[config.mk]
export PLATFORM = sky130hd
export DESIGN_NAME = slla_ctrl
export DESIGN_NICKNAME = d
export VERILOG_FILES = /design/src/sv/slla_pkg.sv /design/src/sv/slla_ctrl.sv
export VERILOG_INCLUDE_DIRS = /design/src /design/src/sv
export SDC_FILE = /design/constraint.sdc
export NUM_CORES = 1
export LEC_CHECK = 0
export BUFFER_PORTS_ARGS = -buffer_cell sky130_fd_sc_hd__buf_2
export CAP_MARGIN = 20
export CORE_AREA = 2 2 39 41
export DETAILED_ROUTE_END_ITERATION = 8
export DIE_AREA = 0 0 41 43
export GPL_TIMING_DRIVEN = 0
export PLACE_DENSITY = 0.41
export SLEW_MARGIN = 20
export SYNTH_ARGS = -nofsm -noshare
export SYNTH_HDL_FRONTEND = slang
export SYNTH_SLANG_ARGS = --single-unit
export TNS_END_PERCENT = 1
[constraint.sdc]
create_clock -name clk -period 1.33 [get_ports clk]
set_input_delay 0.0665 -clock clk [delete_from_list [all_inputs] [get_ports clk]]
set_output_delay 0.0665 -clock clk [all_outputs]
set_load 0.05 [all_outputs]
[src/sv/sticky_least_loaded_assign_assert.svh]
// ---------------------------------------------------------------------------
// Assertion macros for the sticky least-loaded assignment block
// Clocked on clk and disabled while rst_n is low.
// ---------------------------------------------------------------------------
`ifndef STICKY_LEAST_LOADED_ASSIGN_ASSERT_SVH
`define STICKY_LEAST_LOADED_ASSIGN_ASSERT_SVH

// condition holds in the same cycle as the trigger
`define SLLA_ASSERT_SAME(label, ante, cons, msg) \
    label: assert property (@(posedge clk) disable iff (!rst_n) (ante) |-> (cons)) \
        else $error(msg);

// condition holds in the cycle after the trigger
`define SLLA_ASSERT_NEXT(label, ante, cons, msg) \
    label: assert property (@(posedge clk) disable iff (!rst_n) (ante) |=> (cons)) \
        else $error(msg);

`endif

[src/sv/slla_pkg.sv]
// ---------------------------------------------------------------------------
// slla_pkg
// Shared constants, state encoding and controller/datapath interface types.
// ---------------------------------------------------------------------------
package slla_pkg;

    // key table geometry, fixed by the key_slot field width
    localparam int SLOT_W    = 10;
    localparam int KEY_SLOTS = 1 << SLOT_W;

    // field widths
    localparam int LEN_W     = 32;
    localparam int CFG_W     = 4;
    localparam int OUT_ENG_W = 3;

    // controller states
    typedef enum logic [2:0] {
        ST_CLEAR,
        ST_IDLE,
        ST_LOOKUP,
        ST_SCAN,
        ST_UPDATE
    } state_t;

    // commands from controller to datapath
    typedef struct packed {
        logic clr_wr;
        logic accept;
        logic post_hit;
        logic post_miss;
        logic scan_init;
        logic scan_step;
        logic commit;
    } cmd_t;

    // status from datapath to controller
    typedef struct packed {
        logic clr_last;
        logic entry_valid;
        logic len_zero;
        logic scan_none;
        logic scan_last;
    } status_t;

endpackage

[src/sv/slla_ctrl.sv]
// ---------------------------------------------------------------------------
// slla_ctrl
// Sequencer: table clear after reset, lookup, load scan and commit.
// ---------------------------------------------------------------------------
`include "sticky_least_loaded_assign_assert.svh"

module slla_ctrl
    import slla_pkg::*;
(
    input  logic    clk,
    input  logic    rst_n,
    input  logic    start,
    output logic    busy,
    input  status_t status,
    output cmd_t    cmd
);

    state_t state_reg;
    state_t state_next;

    // state register
    always_ff @(posedge clk or negedge rst_n)
    begin
        if (!rst_n)
        begin
            state_reg <= ST_CLEAR;
        end
        else
        begin
            state_reg <= state_next;
        end
    end

    // next state
    always_comb
    begin
        state_next = state_reg;
        case (state_reg)
            ST_CLEAR:
            begin
                if (status.clr_last)
                begin
                    state_next = ST_IDLE;
                end
            end
            ST_IDLE:
            begin
                if (start)
                begin
                    state_next = ST_LOOKUP;
                end
            end
            ST_LOOKUP:
            begin
                if (status.entry_valid || status.len_zero)
                begin
                    state_next = ST_IDLE;
                end
                else if (status.scan_none)
                begin
                    state_next = ST_UPDATE;
                end
                else
                begin
                    state_next = ST_SCAN;
                end
            end
            ST_SCAN:
            begin
                if (status.scan_last)
                begin
                    state_next = ST_UPDATE;
                end
            end
            ST_UPDATE:
            begin
                state_next = ST_IDLE;
            end
            default:
            begin
                state_next = ST_IDLE;
            end
        endcase
    end

    // command decode
    always_comb
    begin
        cmd  = '0;
        busy = 1'b1;
        case (state_reg)
            ST_CLEAR:
            begin
                cmd.clr_wr = 1'b1;
            end
            ST_IDLE:
            begin
                busy       = 1'b0;
                cmd.accept = start;
            end
            ST_LOOKUP:
            begin
                if (status.entry_valid)
                begin
                    cmd.post_hit = 1'b1;
                end
                else if (status.len_zero)
                begin
                    cmd.post_miss = 1'b1;
                end
                else
                begin
                    cmd.scan_init = 1'b1;
                end
            end
            ST_SCAN:
            begin
                cmd.scan_step = 1'b1;
            end
            ST_UPDATE:
            begin
                cmd.commit = 1'b1;
            end
            default:
            begin
                cmd = '0;
            end
        endcase
    end

    // checks
    `SLLA_ASSERT_NEXT(a_accept_to_lookup, cmd.accept, state_reg == ST_LOOKUP, "accept did not start a lookup")
    `SLLA_ASSERT_SAME(a_no_accept_in_clear, state_reg == ST_CLEAR, !cmd.accept && busy, "transaction taken during table clear")
    `SLLA_ASSERT_NEXT(a_update_to_idle, state_reg == ST_UPDATE, state_reg == ST_IDLE, "no idle after update")

endmodule

---- Yosys cells after proc, flatten, opt, wreduce, memory -nomap -nowiden ----
Index checks and enable logic that the tools add are counted.
word-level totals
  flip-flop bits (word level) ............. 3
  bits of input ports ..................... 8
  output and inout bits ................... 8
cells by class
  equality and inequality tests ........... 7
  mux-type cells .......................... 16
  reduce and logical (&&, ||, !) cells .... 3
operators by type and width
  kind                number
  $mux 3              6
  $pmux 3 s4          1
  $mux 1              8
  $eq 3x2->1 const B  2
  $ne 2x2->1 const B  3
  $eq 3x1->1 const B  1
  $eq 3x3->1 const B  1
  $logic_not 3->1     1
  $reduce_and 3->1    1
  $mux 2              1
  $logic_or 1x1->1    1

---- Depth between registers and ports, before layout ----
Gate-level depths: netlist of the first run.
  depth in word-level cells ............... 3
  depth in mapped cells ................... 4
  mapped depth without buffers ............ 3

---- Worst setup path before layout of the first run ----
Ideal clock, no wire load.
  kind .................................... register -> output
  from .................................... register state_reg[0]
  to ...................................... output cmd[3] in the netlist's numbering
  arrival time ............................ 2.054 ns
  data required time ...................... 1.263 ns
  setup slack ............................. -0.790 ns
  stages on the path, launching flop included .. 4
  buffers on the path ..................... 1
  cell sequence ........................... dfrtp_1 -> buf_2 -> or3b_4 -> nor3b_1
RTL lines
  item                    RTL line         text
  from (decl)             slla_ctrl.sv:18  state_t state_reg;
  from (signal assigned)  slla_ctrl.sv:30  state_reg <= state_next;
  to (decl)               slla_ctrl.sv:15  output cmd_t cmd

==> results of run 1 <==
-- area by class of cell --
type | instances | area, sq um
Tap cell | 16 | 20.0
Clock buffer | 4 | 26.3
Multi-Input combinational cell | 17 | 158
Timing Repair Buffer | 19 | 144
Sequential cell | 3 | 77.6
Inverter | 3 | 11.3
Fill cell | 159 | 947
-- metrics by stage --
stage | area [sq um] | hold slack [ns] | power, mW | instances
after detailed placement | 325 | -0.136 | 0.744 | 55
final | 437 | 0.143 | 1.06 | 62
after floorplan | 230 | -0.229 | 0.620 | 24
after CTS | 412 | 0.145 | 1.01 | 62
after global routing | 437 | 0.153 | 1.12 | 62
after global placement | 325 | -0.135 | 0.750 | 55
-- path summary, 6_finish.rpt --
path                         startpoint            to  slack, ns  cells past startpoint
max in group asynchronous         rst_n  state_reg[1]       1.06                      2
setup reg to reg           state_reg[0]  state_reg[0]      -0.07                      4
setup / recovery           state_reg[0]        cmd[3]      -0.16                      3
hold / removal                status[0]  state_reg[1]       0.14                      3
hold reg to reg            state_reg[2]  state_reg[2]       0.59                      2
min in group asynchronous         rst_n  state_reg[0]       0.15                      2
-- power breakdown --
group	internal (mW)	switching [mW]	total, mW
Combinational	0.273	0.464	0.737
Sequential	0.132	0.0220	0.154
Clock	0.113	0.0530	0.166
Total	0.518	0.539	1.06
-- routing by layer --
metal	vias up	part of all wire, %	track usage [%]
met5	-	0	0
met4	0	1.5	6.00
met3	2	13	7.33
met2	16	38	10.9
met1	123	47	11.9
li1	132	-	-
-- cells by family after synthesis --
logic type | after synthesis | synth area share, %
compound gates | 4 | 15.3
buf+inv | 4 | 7.38
flops | 3 | 34.1
simple gates | 13 | 43.2
-- timing repair --
item / in CTS / in global routing
endpoints found under the setup margin: 5 / 7
setup buffers: 3 / 0
hold endpoints to repair: 3 / 0
gates resized for setup: 12 / 7
cloned: 0 / 0
pin swaps: 2 / 2
hold buffers: 1 / 0
-- layout by cell type, fill, tap and decap left out, drive strengths merged, types with 2 or more instances in the layout --
cell,n
buf,17
nor3,2
dfrtp,3
nor3b,3
inv,3
nor2,3
clkbuf,5
-- critical path, stage by stage, from the launching register on --
cell,delay [ns]
dfrtp_2,0.40
or3b_4,0.41
nor3b_2,0.20
buf_6,0.18
==> out/results.tsv, run 1 <==
metric	value	unit
status	finished with violations	
failing checks	setup timing	
Synth area leader	dfrtp_1	
# setup viols final	4	
Yosys cell types	16	
Achievable Freq	0.670	GHz
core area	1380	sq um
antenna violations before repair	0	
number of routed nets with antenna violations	0	
number of synthesized flops with an enable pin	0	
worst vdd ir	0.797	mV
final core occ	31.6	%
Setup Skew	0.000442	ns
cts bufs inserted	3	
Yosys top cell area share	34.1	%
Rel. slew slack	83.6	%
share of post-route cells with drive strength above 1	71.7	%
ant diodes	0	
YS warnings	0	
worst slew pin tran	0.248	ns
synth top area cells	dfrtp_1, nor3b_1, nor3_4	
DR iter-0 viols	9	
required time of the critical path	1.26	ns
worst hold path class	in -> reg	
Async SR Flop Fraction	100	%
die footprint	1760	sq um
Hold Vio Cnt, Final	0	
TNS Setup	-0.446	ns
All-Layer GR Usage	9.54	%
clk root buf	clkbuf_4	
vias per cell	4.40	
Power Dens Cells	2420	nW/um^2
max FFs per register	3	
pre-CTS WS	-0.106	ns
setup slack after layout	-0.162	ns
die span in x	41	microns
clock sink total	3	
arrival time of the worst setup path	1.43	ns
WS Path Type	reg -> out	
Clk Latency, worst-skew pair	0.24	ns
part of the Yosys area used for sequential elements	34.1	%
final max-slew violation count	0	
Post-synth top cells	dfrtp_1, inv_1, nor2_1, nor3b_1	
critical path launch point type	register	
post-synth net total	32	
die height	43	microns
unrepaired setup endpoints after global routing	yes	
RePlAce Congestion	0.610	
final worst path period share	112	%
H-tree Lvls	1	
synthesized flop and latch total	3	
CP Capture Type	output pin	
Lkg Pwr	0.209	nW
final net count	55	
largest net degree at the start of global routing	10	
Synth Cell Area	220	sq um
Port Buffer Count	15	
DRC Markers	0	
CTS tree	done	
Area Overhead vs Synth	98.3	%
vias in the first global route	247	
maximum clock path buffer count	2	
ys flop type	dfrtp_1	
Post-Syn Instances	24	
max_cap viols	0	
via count	273	
hpwl dp	448	microns
mean area per synthesized cell	9.18	sq um
DRT Wirelength	689	microns
first-pass GRT wire length	1060	microns
CP Max Fanout	3	
Starting Density	15.9	%
I/O Pins	16	
FP Rows	14	
clock slew at reported path FFs	0.04	ns
average routed wire per standard cell	11.1	microns
DRT Pass-1 Iters	2	
grt total ovfl	0	
fin crit period	1.49	ns
No activity file was read; power rests on OpenSTA's default activity.
==> run 2, diff against run 1 <==
--- a/config.mk
+++ b/config.mk
@@ -8,5 +8,4 @@
 export LEC_CHECK = 0
 export BUFFER_PORTS_ARGS = -buffer_cell sky130_fd_sc_hd__buf_2
-export CAP_MARGIN = 20
 export CORE_AREA = 2 2 39 41
 export DETAILED_ROUTE_END_ITERATION = 8
==> constraint.sdc (replaced) <==
create_clock -name clk -period 1.33 [get_ports clk]
set_input_delay 0.0665 -clock clk [delete_from_list [all_inputs] [get_ports clk]]
set_output_delay 0.0665 -clock clk [all_outputs]
set_load 0.02 [all_outputs]
==> run 2 against run 1 <==
The run still ends with setup timing left. Non-clock buffer count unchanged. Cell count unchanged. Combinational power down 30%. Via count is 4.0% lower. Critical endpoint unchanged. Largest cell class unchanged. Highest routed layer is now met3.
==> out/results.tsv, run 2 (synthesis results as in run 1) <==
metric	value	unit	change
required time of the critical path	1.26	ns	about the same
clock share of power	19.5	%	+3.8 points
leading cell type in the layout, fill and taps excluded	buf_2		
max FFs per register	3		unchanged
Power Dens Cells	2040	nW/um^2	-16%
Multi-input gate area	148	sq um	-6.3%
post-layout power	0.835	mW	-21%
share of post-route cells with drive strength above 1	71.7	%	unchanged
Reg area	78.8	sq um	+1.6%
worst hold path class	in -> reg		
DRT Wirelength	674	microns	-2.2%
via count	262		-4.0%
slowest CP cell	or3b_4		
grt total ovfl	0		unchanged
average routed wire per standard cell	10.9	microns	-2.2%
fill count	162		+1.9%
clock sink total	3		unchanged
setup slack after layout	-0.113	ns	+0.0492 ns
FP Rows	14		unchanged
commonest non-fill, non-tap cells in the layout	buf_2, buf_4, inv_1, clkbuf_4, dfrtp_2		
Setup Skew	0.00351	ns	+0.00307 ns
# setup viols final	4		unchanged
Achievable Freq	0.693	GHz	+3.4%
clk root buf	clkbuf_4		
DRC Markers	0		unchanged
largest net degree at the start of global routing	10		unchanged
maximum clock path buffer count	2		unchanged
Top Family by Delay on Critical Path	simple AND/OR/NAND/NOR gates		
Slowest Stage Delay on Critical Path	0.43	ns	+0.02 ns
status	finished with violations		
Sw Pwr	0.355	mW	-34%
final core occ	29.6	%	-2.0 points
I/O Pins	16		unchanged
Rel. slew slack	85.7	%	+2.1 points
Logic pwr share	61.6	%	-8.1 points
die height	43	microns	unchanged
critical path cell sequence	or3b_4, nor3b_2, buf_4		
DR iter-0 viols	2		-7
Pint	0.480	mW	-7.4%
vias per cell	4.23		-4.0%
ant diodes	0		unchanged
die footprint	1760	sq um	unchanged
Sw Ratio	42.6	%	-8.4 points
first-pass GRT wire length	1120	microns	+5.8%
CP bufs+invs	1		unchanged
number of routed nets with antenna violations	0		unchanged
cts bufs inserted	3		unchanged
hpwl dp	422	microns	-5.7%
Lkg Pwr	0.201	nW	-3.6%
final max-slew violation count	0		unchanged
Area Overhead vs Synth	85.8	%	
All-Layer GR Usage	9.66	%	+0.12 points
arrival time of the worst setup path	1.38	ns	-0.05 ns
CTS tree	done		
Hold Vio Cnt, Final	0		unchanged
antenna violations before repair	0		unchanged
unrepaired setup endpoints after global routing	yes		
WS Path Type	reg -> out		
Clk Latency, worst-skew pair	0.23	ns	about the same
final worst path period share	108	%	-3.7 points
die span in x	41	microns	unchanged
vias in the first global route	273		+11%
max_cap viols	0		unchanged
core area	1380	sq um	unchanged
failing checks	setup timing		
fin crit period	1.44	ns	-0.0492 ns
CP Capture Type	output pin		
worst vdd ir	0.705	mV	-12%
RePlAce Congestion	0.648		+6.2%
CP Max Fanout	3		unchanged
DRT Pass-1 Iters	3		+1
design area	409	sq um	-6.3%
worst slew pin tran	0.214	ns	-0.0339 ns
Starting Density	15.9	%	unchanged
final net count	55		unchanged
clock slew at reported path FFs	0.04	ns	about the same
critical path launch point type	register		
Port Buffer Count	15		unchanged
placed cell areas	320	sq um	-1.5%
H-tree Lvls	1		unchanged
Flop pwr share	18.9	%	+4.3 points
[run 2: cell types whose count changed in the layout (fill, tap and decap cells not counted), sizes merged]
cell,previous run,this run
clkbuf,5,4
buf,17,18
[run 2: metal layers]
metal	vias to the layer above	wire (microns)	global-route usage, %
met5	-	0	0
met2	14	288	12.8
met4	0	0	6.00
met1	119	307	12.6
li1	129	-	-
met3	0	77	3.66
[run 2: path summary, 6_finish.rpt]
check	startpoint	end	slack, ns	cells past startpoint
worst max-delay path	state_reg[2]	cmd[3]	-0.11	3
worst min-delay path	status[0]	state_reg[1]	0.15	3
worst max register to register	state_reg[0]	state_reg[0]	-0.04	4
worst min register to register	state_reg[2]	state_reg[2]	0.58	2
max in group asynchronous	rst_n	state_reg[1]	1.05	2
min in group asynchronous	rst_n	state_reg[0]	0.16	2
[run 2: worst register-to-register path: stages, from the launching register on]
cell and delay [ns]:
dfrtp_2 0.40, buf_4 0.17, nor4b_2 0.24, a21oi_1 0.09
a211o_2 0.34
[run 2: metrics by stage]
step / hold WS, ns / cells / TNS (ns) / worst slack (ns)
2_1_floorplan: -0.229 / 24 / -0.0558 / -0.0558
3_3_place_gp: -0.134 / 55 / -0.0490 / -0.0490
3_5_place_dp: -0.135 / 55 / -0.0418 / -0.0418
4_1_cts: 0.136 / 62 / -0.330 / -0.134
5_1_grt: 0.157 / 62 / -0.499 / -0.170
6_report: 0.147 / 62 / -0.291 / -0.113
[run 2: power groups by stage]
stage                     logic (mW)  clock network [mW]  registers, mW
after global placement         0.403                   0          0.167
after detailed placement       0.401                   0          0.165
after floorplan                0.290                   0          0.155
after CTS                      0.478               0.169          0.156
after global routing           0.557               0.181          0.160
final                          0.514               0.163          0.158
[run 2: area by class of cell]
class | count | area share [%]
multi-input combinational | 17 | 36.1
timing repair buffer | 19 | 30.6
sequential | 3 | 19.3
clock buffer | 4 | 6.42
tap | 16 | 4.89
inverter | 3 | 2.75
[run 2: repair_timing]
action	in CTS	in global routing
hold buffers	1	0
pin swaps	2	2
gates resized for setup	8	4
setup buffers	3	0
hold endpoints to repair	3	0
gates cloned	0	0
endpoints found under the setup margin	4	5
